### config.mk
export PLATFORM = sky130hd
export DESIGN_NAME = led_driver_chain_shifter
export DESIGN_NICKNAME = d
export VERILOG_FILES = /design/src/design/ldcs_pkg.sv /design/src/design/ldcs_scaler.sv /design/src/design/ldcs_store.sv /design/src/design/led_driver_chain_shifter.sv
export VERILOG_INCLUDE_DIRS = /design/src /design/src/design
export SDC_FILE = /design/constraint.sdc
export NUM_CORES = 2
export LEC_CHECK = 0
export BUFFER_PORTS_ARGS = -buffer_cell sky130_fd_sc_hd__buf_2
export CAP_MARGIN = 20
export CORE_MARGIN = 2
export CORE_UTILIZATION = 35
export DETAILED_ROUTE_END_ITERATION = 8
export GPL_ROUTABILITY_DRIVEN = 0
export MAX_ROUTING_LAYER = met4
export SETUP_SLACK_MARGIN = 0.1
export SYNTH_ARGS = -nofsm -noshare
export SYNTH_HDL_FRONTEND = slang
export SYNTH_SLANG_ARGS = --single-unit
### constraint.sdc
create_clock -name clock -period 12.9 [get_ports clock]
set_input_delay 0.645 -clock clock [delete_from_list [all_inputs] [get_ports clock]]
set_output_delay 0.645 -clock clock [all_outputs]
set_load 0.02 [all_outputs]
### src/design/assert_macros.svh
// assertion macros used by the led driver chain top level
`ifndef ASSERT_MACROS_SVH
`define ASSERT_MACROS_SVH

`ifndef SYNTHESIS

// property must hold at every clock edge outside reset
`define ASSERT_HOLDS(lbl, clk, rst, prop) \
   lbl: assert property (@(posedge clk) disable iff (rst) (prop)) \
      else $error("%m: property violated");

// expression must never be true outside reset
`define ASSERT_NEVER(lbl, clk, rst, expr) \
   lbl: assert property (@(posedge clk) disable iff (rst) !(expr)) \
      else $error("%m: forbidden condition seen");

`else

`define ASSERT_HOLDS(lbl, clk, rst, prop)
`define ASSERT_NEVER(lbl, clk, rst, expr)

`endif

`endif

### src/design/ldcs_pkg.sv
// shared constants, types and channel ordering for the led driver chain shifter
`timescale 1ns / 1ps

package ldcs_pkg;

   localparam int CHIPS_DEF = 12;
   localparam int ROWS      = 16;

   localparam logic [15:0] IN_MAX  = 16'd65280;
   localparam logic [11:0] OUT_MAX = 12'd4095;
   // 65280 * 256 = 255 * 2^16
   localparam logic [8:0]  DIV_K   = 9'd255;

   localparam logic [2:0] ACT_SET_PIXEL = 3'd0;
   localparam logic [2:0] ACT_CLEAR     = 3'd1;
   localparam logic [2:0] ACT_FRAME     = 3'd2;
   localparam logic [2:0] ACT_CONFIG    = 3'd3;
   localparam logic [2:0] ACT_TICK      = 3'd4;

   localparam logic [1:0] CSR_THROTTLE = 2'd0;
   localparam logic [1:0] CSR_LIGHTS   = 2'd1;
   localparam logic [1:0] CSR_MODE     = 2'd2;
   localparam logic [1:0] CSR_GAIN     = 2'd3;

   localparam logic [2:0] CH_RED_ONE   = 3'd0;
   localparam logic [2:0] CH_RED_TWO   = 3'd1;
   localparam logic [2:0] CH_GREEN_ONE = 3'd2;
   localparam logic [2:0] CH_BLUE_ONE  = 3'd3;
   localparam logic [2:0] CH_AMBER_ONE = 3'd4;
   localparam logic [2:0] CH_AMBER_TWO = 3'd5;
   localparam logic [2:0] CH_LIME_ONE  = 3'd6;
   localparam logic [2:0] CH_LIME_TWO  = 3'd7;

   typedef enum logic [1:0] {
      KIND_IDLE,
      KIND_FRAME,
      KIND_CONFIG
   } kind_type;

   typedef enum logic [2:0] {
      MS_CLEAR,
      MS_READY,
      MS_FETCH,
      MS_SCALE_START,
      MS_SCALE_WAIT
   } main_state_type;

   typedef enum logic [1:0] {
      SC_IDLE,
      SC_PREP,
      SC_MUL,
      SC_DIV
   } scale_phase_type;

   // channel written to row offset k of the odd or even row group
   function automatic logic [2:0] chan_sel(input logic odd, input logic [2:0] k);
      logic [2:0] ch;
      unique case (k)
         3'd0: ch = CH_GREEN_ONE;
         3'd1: ch = CH_BLUE_ONE;
         3'd2: ch = CH_AMBER_TWO;
         3'd3: ch = CH_AMBER_ONE;
         3'd4: ch = odd ? CH_RED_TWO : CH_LIME_TWO;
         3'd5: ch = odd ? CH_RED_ONE : CH_LIME_ONE;
         3'd6: ch = odd ? CH_LIME_TWO : CH_RED_TWO;
         3'd7: ch = odd ? CH_LIME_ONE : CH_RED_ONE;
         default: ch = CH_GREEN_ONE;
      endcase
      return ch;
   endfunction

endpackage

### src/design/ldcs_scaler.sv
// bit-serial channel scaler: clamp, multiply by 4095 and throttle, divide by 255 * 2^16
`timescale 1ns / 1ps

module ldcs_scaler (
   input  logic        clock,
   input  logic        reset,
   input  logic        start,
   input  logic [15:0] value,
   input  logic [15:0] throttle,
   output logic        done,
   output logic [11:0] result
);

   import ldcs_pkg::*;

   scale_phase_type phase_ff, phase_in;
   logic [15:0] vc_ff, vc_in;
   logic [27:0] m_ff, m_in;
   logic [43:0] p_ff, p_in;
   logic [7:0]  rem_ff, rem_in;
   logic [4:0]  cnt_ff, cnt_in;
   logic        done_ff, done_in;

   logic [28:0] sum;
   logic [8:0]  r9;
   logic        ge;

   always_ff @(posedge clock) begin
      if (reset) begin
         phase_ff <= SC_IDLE;
         cnt_ff   <= '0;
         done_ff  <= 1'b0;
      end else begin
         phase_ff <= phase_in;
         cnt_ff   <= cnt_in;
         done_ff  <= done_in;
      end
      vc_ff  <= vc_in;
      m_ff   <= m_in;
      p_ff   <= p_in;
      rem_ff <= rem_in;
   end

   always_comb begin
      phase_in = phase_ff;
      vc_in    = vc_ff;
      m_in     = m_ff;
      p_in     = p_ff;
      rem_in   = rem_ff;
      cnt_in   = cnt_ff;
      done_in  = 1'b0;
      sum      = {1'b0, p_ff[43:16]} + (p_ff[0] ? {1'b0, m_ff} : 29'd0);
      r9       = {rem_ff, p_ff[43]};
      ge       = (r9 >= DIV_K);
      unique case (phase_ff)
         SC_IDLE: begin
            if (start) begin
               vc_in    = (value > IN_MAX) ? IN_MAX : value;
               p_in     = {28'd0, throttle};
               phase_in = SC_PREP;
            end
         end
         SC_PREP: begin
            m_in     = {vc_ff, 12'd0} - {12'd0, vc_ff};
            cnt_in   = '0;
            phase_in = SC_MUL;
         end
         SC_MUL: begin
            p_in = {sum, p_ff[15:1]};
            if (cnt_ff == 5'd15) begin
               cnt_in   = '0;
               rem_in   = '0;
               phase_in = SC_DIV;
            end else begin
               cnt_in = cnt_ff + 5'd1;
            end
         end
         SC_DIV: begin
            rem_in       = ge ? 8'(r9 - DIV_K) : r9[7:0];
            p_in[43:16]  = {p_ff[42:16], ge};
            if (cnt_ff == 5'd27) begin
               cnt_in   = '0;
               done_in  = 1'b1;
               phase_in = SC_IDLE;
            end else begin
               cnt_in = cnt_ff + 5'd1;
            end
         end
         default: phase_in = SC_IDLE;
      endcase
   end

   assign done   = done_ff;
   assign result = (|p_ff[43:28]) ? OUT_MAX : p_ff[27:16];

endmodule

### src/design/ldcs_store.sv
// frame store memory, one write port and one registered read port
`timescale 1ns / 1ps

module ldcs_store #(
   parameter int DEPTH = 192
) (
   input  logic                     clock,
   input  logic                     we,
   input  logic [$clog2(DEPTH)-1:0] waddr,
   input  logic [11:0]              wdata,
   input  logic [$clog2(DEPTH)-1:0] raddr,
   output logic [11:0]              rdata
);

   logic [11:0] mem [DEPTH];
   logic [11:0] rdata_ff;

   always_ff @(posedge clock) begin
      if (we) begin
         mem[waddr] <= wdata;
      end
      rdata_ff <= mem[raddr];
   end

   assign rdata = rdata_ff;

endmodule

### src/design/led_driver_chain_shifter.sv
// top level: command decode, frame store control and serial bit shifter
// every transaction yields one result in the output register in the cycle after acceptance
// ticks: one per cycle if rsp is taken; a frame pauses per 16-bit word for the store read
// set pixel: 8 channels through the bit-serial scaler, one after another
// clear store and reset: a clearing pass over all 16*CHIPS store words, one word per cycle
// reset (synchronous, active high) idles the transfer and restores the register defaults
`timescale 1ns / 1ps
`include "assert_macros.svh"

module led_driver_chain_shifter #(
   parameter int CHIPS = ldcs_pkg::CHIPS_DEF
) (
   input  logic        clock,
   input  logic        reset,
   input  logic        req_valid,
   output logic        req_ready,
   input  logic [2:0]  req_action,
   input  logic [4:0]  req_pixel_index,
   input  logic        req_pixel_enable,
   input  logic [15:0] req_red_one,
   input  logic [15:0] req_red_two,
   input  logic [15:0] req_green_one,
   input  logic [15:0] req_blue_one,
   input  logic [15:0] req_amber_one,
   input  logic [15:0] req_amber_two,
   input  logic [15:0] req_lime_one,
   input  logic [15:0] req_lime_two,
   output logic        rsp_valid,
   input  logic        rsp_ready,
   output logic        rsp_serial_data,
   output logic        rsp_clock_pulse,
   output logic        rsp_latch_enable,
   output logic        rsp_busy_res,
   output logic        rsp_transfer_done,
   output logic        rsp_rejected,
   input  logic        csr_wr_en,
   input  logic [1:0]  csr_index,
   input  logic [15:0] csr_wr_data
);

   import ldcs_pkg::*;

   localparam int STORE_WORDS = ROWS * CHIPS;
   localparam int AW          = $clog2(STORE_WORDS);
   localparam int SW          = (CHIPS > 1) ? $clog2(CHIPS) : 1;
   localparam int PIX_MAX     = 2 * CHIPS;

   main_state_type state_ff, state_in;
   kind_type       kind_ff, kind_in;
   logic [AW-1:0]  addr_ff, addr_in;
   logic [SW-1:0]  slot_ff, slot_in;
   logic [3:0]     row_ff, row_in;
   logic [3:0]     bit_ff, bit_in;
   logic [15:0]    shift_ff, shift_in;
   logic [AW-1:0]  clr_ff, clr_in;
   logic [15:0]    ch_ff [8];
   logic [15:0]    ch_in [8];
   logic           zero_ff, zero_in;
   logic           odd_ff, odd_in;
   logic [SW-1:0]  pslot_ff, pslot_in;
   logic [2:0]     k_ff, k_in;

   logic [15:0]    throttle_ff;
   logic           lights_ff;
   logic [15:0]    mode_ff;
   logic [7:0]     gain_ff;

   logic           rsp_valid_ff, rsp_valid_in;
   logic           sdata_ff, sdata_in;
   logic           clk_ff, clk_in;
   logic           le_ff, le_in;
   logic           busy_ff, busy_in;
   logic           done_ff, done_in;
   logic           rej_ff, rej_in;

   logic           accept;
   logic           busy;
   logic           last_word;
   logic [15:0]    cur_word;
   logic [15:0]    cfg_word;
   logic           st_we;
   logic [AW-1:0]  st_waddr;
   logic [11:0]    st_wdata;
   logic [11:0]    st_rdata;
   logic [AW-1:0]  wr_addr;
   logic           sc_start;
   logic           sc_done;
   logic [11:0]    sc_result;

   ldcs_store #(
      .DEPTH(STORE_WORDS)
   ) u_store (
      .clock(clock),
      .we   (st_we),
      .waddr(st_waddr),
      .wdata(st_wdata),
      .raddr(addr_ff),
      .rdata(st_rdata)
   );

   ldcs_scaler u_scaler (
      .clock   (clock),
      .reset   (reset),
      .start   (sc_start),
      .value   (ch_ff[chan_sel(odd_ff, k_ff)]),
      .throttle(throttle_ff),
      .done    (sc_done),
      .result  (sc_result)
   );

   assign req_ready = (state_ff == MS_READY) && (!rsp_valid_ff || rsp_ready);
   assign accept    = req_valid && req_ready;
   assign busy      = (kind_ff != KIND_IDLE);
   assign sc_start  = (state_ff == MS_SCALE_START);
   assign last_word = (int'(slot_ff) == CHIPS - 1);
   assign cfg_word  = mode_ff | {6'd0, gain_ff, 2'd0};
   assign cur_word  = (bit_ff != 4'd0) ? shift_ff
                    : (kind_ff == KIND_FRAME) ? {4'd0, st_rdata} : cfg_word;
   assign wr_addr   = AW'(int'({~odd_ff, k_ff}) * CHIPS + int'(pslot_ff));

   always_comb begin
      st_we    = 1'b0;
      st_waddr = clr_ff;
      st_wdata = '0;
      if (state_ff == MS_CLEAR) begin
         st_we = 1'b1;
      end else if (state_ff == MS_SCALE_WAIT && sc_done) begin
         st_we    = 1'b1;
         st_waddr = wr_addr;
         st_wdata = zero_ff ? 12'd0 : sc_result;
      end
   end

   always_ff @(posedge clock) begin
      if (reset) begin
         state_ff     <= MS_CLEAR;
         kind_ff      <= KIND_IDLE;
         addr_ff      <= '0;
         slot_ff      <= '0;
         row_ff       <= '0;
         bit_ff       <= '0;
         shift_ff     <= '0;
         clr_ff       <= '0;
         k_ff         <= '0;
         rsp_valid_ff <= 1'b0;
      end else begin
         state_ff     <= state_in;
         kind_ff      <= kind_in;
         addr_ff      <= addr_in;
         slot_ff      <= slot_in;
         row_ff       <= row_in;
         bit_ff       <= bit_in;
         shift_ff     <= shift_in;
         clr_ff       <= clr_in;
         k_ff         <= k_in;
         rsp_valid_ff <= rsp_valid_in;
      end
      ch_ff    <= ch_in;
      zero_ff  <= zero_in;
      odd_ff   <= odd_in;
      pslot_ff <= pslot_in;
      sdata_ff <= sdata_in;
      clk_ff   <= clk_in;
      le_ff    <= le_in;
      busy_ff  <= busy_in;
      done_ff  <= done_in;
      rej_ff   <= rej_in;
   end

   // configuration registers
   always_ff @(posedge clock) begin
      if (reset) begin
         throttle_ff <= 16'd256;
         lights_ff   <= 1'b0;
         mode_ff     <= 16'd0;
         gain_ff     <= 8'd150;
      end else if (csr_wr_en) begin
         unique case (csr_index)
            CSR_THROTTLE: throttle_ff <= csr_wr_data;
            CSR_LIGHTS:   lights_ff   <= csr_wr_data[0];
            CSR_MODE:     mode_ff     <= csr_wr_data;
            CSR_GAIN:     gain_ff     <= csr_wr_data[7:0];
            default:      gain_ff     <= gain_ff;
         endcase
      end
   end

   always_comb begin
      state_in = state_ff;
      kind_in  = kind_ff;
      addr_in  = addr_ff;
      slot_in  = slot_ff;
      row_in   = row_ff;
      bit_in   = bit_ff;
      shift_in = shift_ff;
      clr_in   = clr_ff;
      ch_in    = ch_ff;
      zero_in  = zero_ff;
      odd_in   = odd_ff;
      pslot_in = pslot_ff;
      k_in     = k_ff;
      sdata_in = sdata_ff;
      clk_in   = clk_ff;
      le_in    = le_ff;
      busy_in  = busy_ff;
      done_in  = done_ff;
      rej_in   = rej_ff;
      rsp_valid_in = rsp_valid_ff && !rsp_ready;

      unique case (state_ff)
         MS_CLEAR: begin
            if (clr_ff == AW'(STORE_WORDS - 1)) begin
               clr_in   = '0;
               state_in = MS_READY;
            end else begin
               clr_in = clr_ff + 1'b1;
            end
         end
         MS_FETCH: state_in = MS_READY;
         MS_SCALE_START: state_in = MS_SCALE_WAIT;
         MS_SCALE_WAIT: begin
            if (sc_done) begin
               if (k_ff == 3'd7) begin
                  k_in     = '0;
                  state_in = MS_READY;
               end else begin
                  k_in     = k_ff + 3'd1;
                  state_in = MS_SCALE_START;
               end
            end
         end
         MS_READY: begin
            if (accept) begin
               rsp_valid_in = 1'b1;
               sdata_in     = 1'b0;
               clk_in       = 1'b0;
               le_in        = 1'b0;
               done_in      = 1'b0;
               rej_in       = 1'b0;
               busy_in      = busy;
               if (req_action == ACT_TICK) begin
                  if (busy) begin
                     sdata_in = cur_word[15];
                     clk_in   = 1'b1;
                     shift_in = {cur_word[14:0], 1'b0};
                     if (kind_ff == KIND_FRAME) begin
                        le_in = last_word && ((row_ff != 4'd15) ? (bit_ff == 4'd15)
                                                               : (bit_ff >= 4'd13));
                     end else begin
                        le_in = last_word && (bit_ff >= 4'd5);
                     end
                     if (bit_ff == 4'd15) begin
                        bit_in = '0;
                        if (last_word && (kind_ff == KIND_CONFIG || row_ff == 4'd15)) begin
                           done_in = 1'b1;
                           kind_in = KIND_IDLE;
                           addr_in = '0;
                           slot_in = '0;
                           row_in  = '0;
                        end else begin
                           if (last_word) begin
                              slot_in = '0;
                              row_in  = row_ff + 4'd1;
                           end else begin
                              slot_in = slot_ff + 1'b1;
                           end
                           if (kind_ff == KIND_FRAME) begin
                              addr_in  = addr_ff + 1'b1;
                              state_in = MS_FETCH;
                           end
                        end
                     end else begin
                        bit_in = bit_ff + 4'd1;
                     end
                  end
               end else if (req_action > ACT_TICK || busy) begin
                  rej_in = 1'b1;
               end else if (req_action == ACT_SET_PIXEL) begin
                  if (req_pixel_index == 5'd0 || int'(req_pixel_index) > PIX_MAX) begin
                     rej_in = 1'b1;
                  end else begin
                     ch_in[CH_RED_ONE]   = req_red_one;
                     ch_in[CH_RED_TWO]   = req_red_two;
                     ch_in[CH_GREEN_ONE] = req_green_one;
                     ch_in[CH_BLUE_ONE]  = req_blue_one;
                     ch_in[CH_AMBER_ONE] = req_amber_one;
                     ch_in[CH_AMBER_TWO] = req_amber_two;
                     ch_in[CH_LIME_ONE]  = req_lime_one;
                     ch_in[CH_LIME_TWO]  = req_lime_two;
                     zero_in  = lights_ff || !req_pixel_enable;
                     odd_in   = req_pixel_index[0];
                     pslot_in = SW'((int'(req_pixel_index) - 1) >> 1);
                     k_in     = '0;
                     state_in = MS_SCALE_START;
                  end
               end else if (req_action == ACT_CLEAR) begin
                  clr_in   = '0;
                  state_in = MS_CLEAR;
               end else begin
                  kind_in  = (req_action == ACT_FRAME) ? KIND_FRAME : KIND_CONFIG;
                  addr_in  = '0;
                  slot_in  = '0;
                  row_in   = '0;
                  bit_in   = '0;
                  shift_in = '0;
                  busy_in  = 1'b1;
                  if (req_action == ACT_FRAME) begin
                     state_in = MS_FETCH;
                  end
               end
            end
         end
         default: state_in = MS_READY;
      endcase
   end

   assign rsp_valid         = rsp_valid_ff;
   assign rsp_serial_data   = sdata_ff;
   assign rsp_clock_pulse   = clk_ff;
   assign rsp_latch_enable  = le_ff;
   assign rsp_busy_res      = busy_ff;
   assign rsp_transfer_done = done_ff;
   assign rsp_rejected      = rej_ff;

   // no pixel scaling or clearing while a transfer runs
   `ASSERT_HOLDS(a_no_work_in_transfer, clock, reset, (kind_ff != KIND_IDLE) |-> (state_ff != MS_SCALE_START && state_ff != MS_SCALE_WAIT && state_ff != MS_CLEAR))
   // the store is never written while a transfer runs
   `ASSERT_NEVER(a_no_write_in_transfer, clock, reset, st_we && kind_ff != KIND_IDLE)
   // in a frame, the read address has settled before a tick can be taken
   `ASSERT_HOLDS(a_fetch_settled, clock, reset, (state_ff == MS_READY && kind_ff == KIND_FRAME) |-> $stable(addr_ff))
   // a finished transfer leaves the shifter idle with counters cleared
   `ASSERT_HOLDS(a_done_idles, clock, reset, (accept && req_action == ACT_TICK && busy && bit_ff == 4'd15 && last_word && (kind_ff == KIND_CONFIG || row_ff == 4'd15)) |=> (kind_ff == KIND_IDLE && addr_ff == '0 && bit_ff == 4'd0))

endmodule
### Yosys cells after proc, flatten, opt, wreduce, memory -nomap -nowiden

Memory sizes are Yosys's and may differ from the RTL's. A register that Yosys moved wholly into a read port is not among the register bits.
Index checks and enable logic that the tools add are counted.

| storage, ports and cells | value |
|---|---|
| output and inout bits | 8 |
| memories kept | 1 |
| register bits after elaboration | 338 |
| bits in writable memories | 2304 |

| operators by class | value |
|---|---|
| eq/ne operators | 55 |
| $mul | 1 |
| bitwise operators | 7 |
| multiplexer cells | 115 |
| magnitude comparators | 7 |
| reduce and logical (&&, ||, !) cells | 52 |
| $add $sub $neg | 12 |

Memory list:

| memory | words | width | rd ports | clocked after Yosys merged registers in | wr ports | RTL line | source |
|---|---|---|---|---|---|---|---|
| u_store.mem | 192 | 12 | 1 | 1 | 1 | ldcs_store.sv:15 | `logic [11:0] mem [DEPTH];` |

Operators by type and width:

| kind | number |
|---|---|
| 16-bit 2-to-1 mux | 9 |
| 8-bit 2-to-1 mux | 18 |
| 28-bit case mux with 3 select lines | 1 |
| 3-bit 2-to-1 mux | 24 |
| 4-bit 2-to-1 mux | 16 |
| 16-bit binary-select mux with 3-bit select | 1 |
| 12-bit 2-to-1 mux | 4 |
| 44-bit 2-to-1 mux | 1 |
| 16-bit case mux with 2 select lines | 1 |
| 8-bit case mux with 2 select lines | 2 |
| 28-bit by 29-bit adder with 29-bit output | 1 |
| 28-bit 2-to-1 mux | 1 |
| 28-bit by 16-bit subtractor with 28-bit output | 1 |
| 2-bit 2-to-1 mux | 12 |
| 3-bit case mux with 8 select lines | 1 |
| 8-bit AND reduction | 3 |
| 2-bit != test (second input constant) | 10 |
| 2-bit AND reduction | 10 |
| 3-bit equality test (second input constant) | 6 |
| 1-bit 2-to-1 mux | 18 |
| 6-bit AND reduction | 3 |
| 8-bit by 1-bit adder with 8-bit output (second input constant) | 2 |
| 16-bit > comparator (second input constant) | 1 |
| 2-bit by 1-bit != test with 1-bit output (second input constant) | 8 |
| 46 further kinds | 95 |

### Depth between registers and ports, before layout

| depth | value |
|---|---|
| depth after elaboration | 9 |
| depth in mapped cells | 14 |

### Modules after synthesis

A second synthesis with hierarchy kept.

| unflattened totals | value |
|---|---|
| cells, all modules | 5685 |
| area, all modules | 106572.2 sq um |

Modules (own cells, without submodules):

| module | sequential area each (sq um) | instances | area an instance (sq um) | cells an instance |
|---|---|---|---|---|
| ldcs_store | 69426.6 | 1 | 89597.2 | 4083 |
| led_driver_chain_shifter | 6065.8 | 1 | 10211.0 | 929 |
| ldcs_scaler | 3042.9 | 1 | 6764.0 | 673 |

### Worst setup path after synthesis

OpenSTA, ideal clock, no wires.

| timing path | value |
|---|---|
| path type | input to register |
| start point | input req_pixel_index[0] |
| end point | register k_ff[0] |
| library setup time | 0.128 ns |
| arrival | 11.676 ns |
| required time | 12.772 ns |
| cell stages on the path | 9 |
| slack | 1.097 ns |
| cell sequence | inv_1 ha_1 nor2b_1 nand2_1 o21ai_0 nor3_1 o21ba_2 mux2i_1 nor2_1 |

| on the way | value |
|---|---|
| cells in the longest elaborated chain, start to end | 4 |

RTL lines:

| item | RTL line | source |
|---|---|---|
| start: declaration | led_driver_chain_shifter.sv:18 | `input logic [4:0] req_pixel_index,` |
| 5-bit > comparator / 5-bit logical NOT (equally long branches) | led_driver_chain_shifter.sv:279 | `if (req_pixel_index == 5'd0 \|\| int'(req_pixel_index) > PIX_MAX) begin` |
| 1-bit logical OR * | led_driver_chain_shifter.sv:279 |  |
| 2-bit != test (no line) * | n/a |  |
| 7-bit AND reduction (no line) * | n/a |  |
| end signal: assignment | led_driver_chain_shifter.sv:155 | `k_ff <= k_in;` |
| end: declaration | led_driver_chain_shifter.sv:61 | `logic [2:0] k_ff, k_in;` |

Every way passes the cells marked *; elsewhere a longest branch is shown, timed or not.
A chain may end at the register's enable or synchronous reset.

==> flow_summary_export.csv <==
group,metric,value,unit
run_status,status,"complete, no violations",
synth,postSynthRegisterBits,2653,
power,power_switching,3700,uW
timing,slew_violations,0,
layout,fin_util,0.411,
worst_hold_path,worstHoldPathType,"input port to flop",
cts,clk_latency,0.86,ns
placed_design,place_area,113000,sq um
route,num_vias,56200,
route,drc_errors,0,
setup_path,reg2reg_slack,7.56,ns
timing,fin_worst_skew,0.0541,ns
synth,synth_area_leaders,"edfxtp_1, mux4_2, dfxtp_1",
setup_path,cp.required,13.62,ns
synth,syn-instance-count,5502,
synth,synth_area,106000,sq um
setup_path,critPathCaptureType,"flop",
cts,cts_resized,0,
synth,yosysTopAreaCell,"edfxtp_1",
floorplan,core_region_area,302000,sq um
floorplan,fp.dieW,555,um
cts,path_clk_slew,0.06,ns
route,avgRoutedWirePerCell,27.5,um
timing,worst_slew_pin_slew,1.15,ns
worst_hold_path,hold_path_depth,3,
timing,rsz0062_at_grt,"no",
synth,avgSynthCellArea,19.3,sq um
grt,antenna_found_initial,14,
grt,grtUsageTotal,0.184,
power,p_leak,0.0415,uW
synth,ys.flop_type,"edfxtp_1",
setup_path,path_max_fanout,76,
setup_path,crit_type,"flop to flop",
floorplan,start_util,0.351,
layout,fin_area,124000,sq um
grt,grt_max_degree,113,
synth,yosysTopAreaCellShare,0.718,
power,seqPwrFrac,0.526,
synth,synthArstFlopShare,0,
grt,grt-busiest-layer,"met2",
floorplan,fp.dieH,555,um
setup_path,worst_path_max_delay_cell,"buf_4",
route,drt_wl_total,282000,um
setup_path,rr_endpoint,"u_store.rdata[0]",
power,power.share.switching,0.206,
floorplan,row_count,202,
placed_design,hpwlAfterDp,173000,um
synth,synth.distinct_cells,80,
timing,min_period_over_period,0.414,
cts,htree_levels,5,
cts,cts-root-buf,"clkbuf_16",
route,ant_nets,0,
route,avgViaCountPerCell,5.48,
timing,finalSetupViolations,0,
cts,cts_made_buffers,282,
setup_path,path_delay_family,"buffers and inverters",
grt,grt.met2_usage,0.291,
grt,gr-total-overflow,0,
setup_path,max_stage_delay,0.85,ns
cts,clk_path_buf_depth,4,
layout,drive_gt1_frac,0.276,
synth,synth_warnings,0,
setup_path,start_kind,"flop",
grt,grt_pass1_wl,405000,um
setup_path,cp.arrival,6.06,ns
floorplan,die-area,308000,sq um
power,p_per_area,145,nW/um^2
setup_path,reg2regPathDepth,8,
timing,period_minus_slack,5.34,ns
setup_path,critPathLaunch,"addr_ff[0]",
route,drt_iter0_drc,6453,
route,drt_pass1_iterations,6,
power,p_int,14300,uW
cts,cts_tree,"done",
power,power_frac_comb,0.028,
run,maxCapViolations,0,
grt,gr-usage-met1,0.245,
layout,multi_input_comb_area,26800,sq um
cts,clock-sinks,2653,
synth,synth_edf_count,2540,
timing,max_freq,187,MHz
layout,layout.cells.non_filler,10300,
placed_design,dp_cells,9569,
layout,fill_cells,26400,
setup_path,crit_buf_inv,3,
timing,max-slew-margin-rel,0.231,
worst_hold_path,whs_endpoint,"throttle_ff[8]",
layout,final-seq-area,78600,sq um
grt,grt_pass1_vias,56200,
timing,fin_setup_tns,0,ns
worst_hold_path,hold_start,"csr_wr_data[8]",
synth,synth-seq-area-share,0.740,
setup_path,r2r_start,"addr_ff[0]",
layout,syn2layout_area_growth,17.0,%
floorplan,pin_count,168,
timing,hold_violations,0,
power,clkPwrFrac,0.447,
power,vdd_drop_max,0.0982,mV
synth,synth_nets,5730,
layout,fin_nets,6285,
grt,grtUsageMet3,0.0328,
placed_design,port_buffers,167,
setup_path,worstPathCellList,"buf_12, buf_4, buf_4, mux4_2, mux4_2, mux2_2, o211ai_1, o21ai_1",
==> synth_stat cells, types with 7 or more instances <==
cell / n
a2111oi_0: 8
a211oi_1: 31
a21o_1: 17
a21oi_1: 163
a221oi_1: 28
a311oi_1: 12
a31oi_1: 20
and2_1: 43
and3_1: 19
buf_1: 31
buf_2: 75
buf_4: 35
buf_6: 25
clkbuf_1: 136
dfxtp_1: 113
edfxtp_1: 2540
ha_1: 65
inv_1: 51
mux2_2: 39
mux2i_1: 169
mux4_2: 629
nand2_1: 351
nand2b_1: 22
nand3_1: 75
nand3b_1: 14
nand4_1: 15
nor2_1: 194
nor2b_1: 21
nor3_1: 196
nor4_1: 7
o211ai_1: 16
o21a_1: 19
o21ai_0: 71
o21ai_1: 7
o21bai_1: 13
o221ai_1: 9
o22ai_1: 23
o31ai_1: 8
or3_1: 17
or4_1: 7
xnor2_1: 39
xor2_1: 36
==> final cells by class <==
class,instances,area share
flip-flops and latches,2653,0.632
multi-input cells,2490,0.215
well taps,3978,0.0401
clock inverters,146,0.0121
inverters,51,0.00161
diodes,9,0.000181
clock buffers,347,0.0604
repair buffers,579,0.0382
==> power by group through the flow <==
stage          clock (uW)  combinational, uW  sequential (uW)
2_1_floorplan           0                291             9600
3_3_place_gp            0                440             9630
3_5_place_dp            0                448             9630
4_1_cts              8160                485             9450
5_1_grt              8490                538             9450
6_report             8030                494             9450
==> cell usage in the layout, fill, tap and decap left out, types with 17 or more instances in the layout <==
cell / n
a211oi_1: 31
nand2_1: 334
buf_4: 167
nand2b_1: 20
and3_1: 19
ha_1: 65
clkinv_2: 41
a21oi_1: 160
clkinv_1: 52
nor3_2: 143
xnor2_1: 39
or3_1: 17
nor2b_1: 21
mux2_2: 39
a31oi_1: 20
mux4_2: 629
bufinv_16: 27
and2_1: 43
edfxtp_1: 2540
buf_2: 168
a21o_1: 17
o22ai_1: 23
o21ai_0: 71
nor3_1: 55
buf_6: 103
nand2_2: 17
nand3_1: 75
clkbuf_1: 54
dfxtp_1: 107
clkbuf_16: 291
inv_1: 48
a221oi_1: 28
mux2i_1: 169
dlygate4sd3_1: 128
xor2_1: 36
nor2_1: 185
==> metal layers <==
layer	wire length, um	part of all wire
met2	136000	0.48
met4	8510	0.030
met5	0	0
met1	115000	0.41
met3	22500	0.080
==> worst reg2reg max path: stages (launching register included) <==
cell	delay, ns
dfxtp_4	0.82
buf_12	0.62
buf_4	0.78
buf_4	0.86
mux4_2	0.70
mux4_2	0.49
mux2_2	0.29
o211ai_1	0.53
o21ai_1	0.14
==> sequential cells by signal, summed over array words and instances (netlist names), 8 cells and up <==
register,flops
u_store.rdata,12
u_scaler.m_ff,28
ch_ff,128
u_scaler.vc_ff,16
u_scaler.p_ff,44
addr_ff,8
gain_ff,8
mode_ff,16
u_store.mem,2304
throttle_ff,16
shift_ff,15
clr_ff,8
u_scaler.rem_ff,8
==> metrics by stage <==
| stage | setup WS, ns | power (uW) | hold WS [ns] |
|---|---|---|---|
| detailed placement | 7.42 | 10100 | 0.449 |
| finish | 7.56 | 18000 | 0.0559 |
| CTS | 7.42 | 18100 | 0.000834 |
| global route | 7.19 | 18500 | 0.0350 |
| global placement | 7.36 | 10100 | 0.441 |
| floorplan | 1.10 | 9890 | 0.434 |
==> worst max-delay path by stage <==
stage / to / slack, ns / cells past startpoint
global placement: u_store.rdata[1] / 7.36 / 8
floorplan: k_ff[0] / 1.10 / 9
detailed placement: u_store.rdata[0] / 7.42 / 8
global route: u_store.rdata[0] / 7.19 / 8
CTS: u_store.rdata[0] / 7.42 / 8
finish: u_store.rdata[0] / 7.56 / 8
==> logic make-up after synthesis <==
group,count (synthesis),synth area share
buf+inv,359,0.0173
mux,837,0.153
xor+xnor,75,0.00619
simple gates,1005,0.0439
flops,2653,0.740
fa+ha+maj,68,0.00822
compound gates,505,0.0313
==> what timing repair did <==
| action | in CTS | in global routing |
|---|---|---|
| hold buffers | 128 | 0 |
| buffers inserted | 0 | 0 |
| hold endpoints to repair | 128 | 0 |
Power figures use the tool's default switching activity.
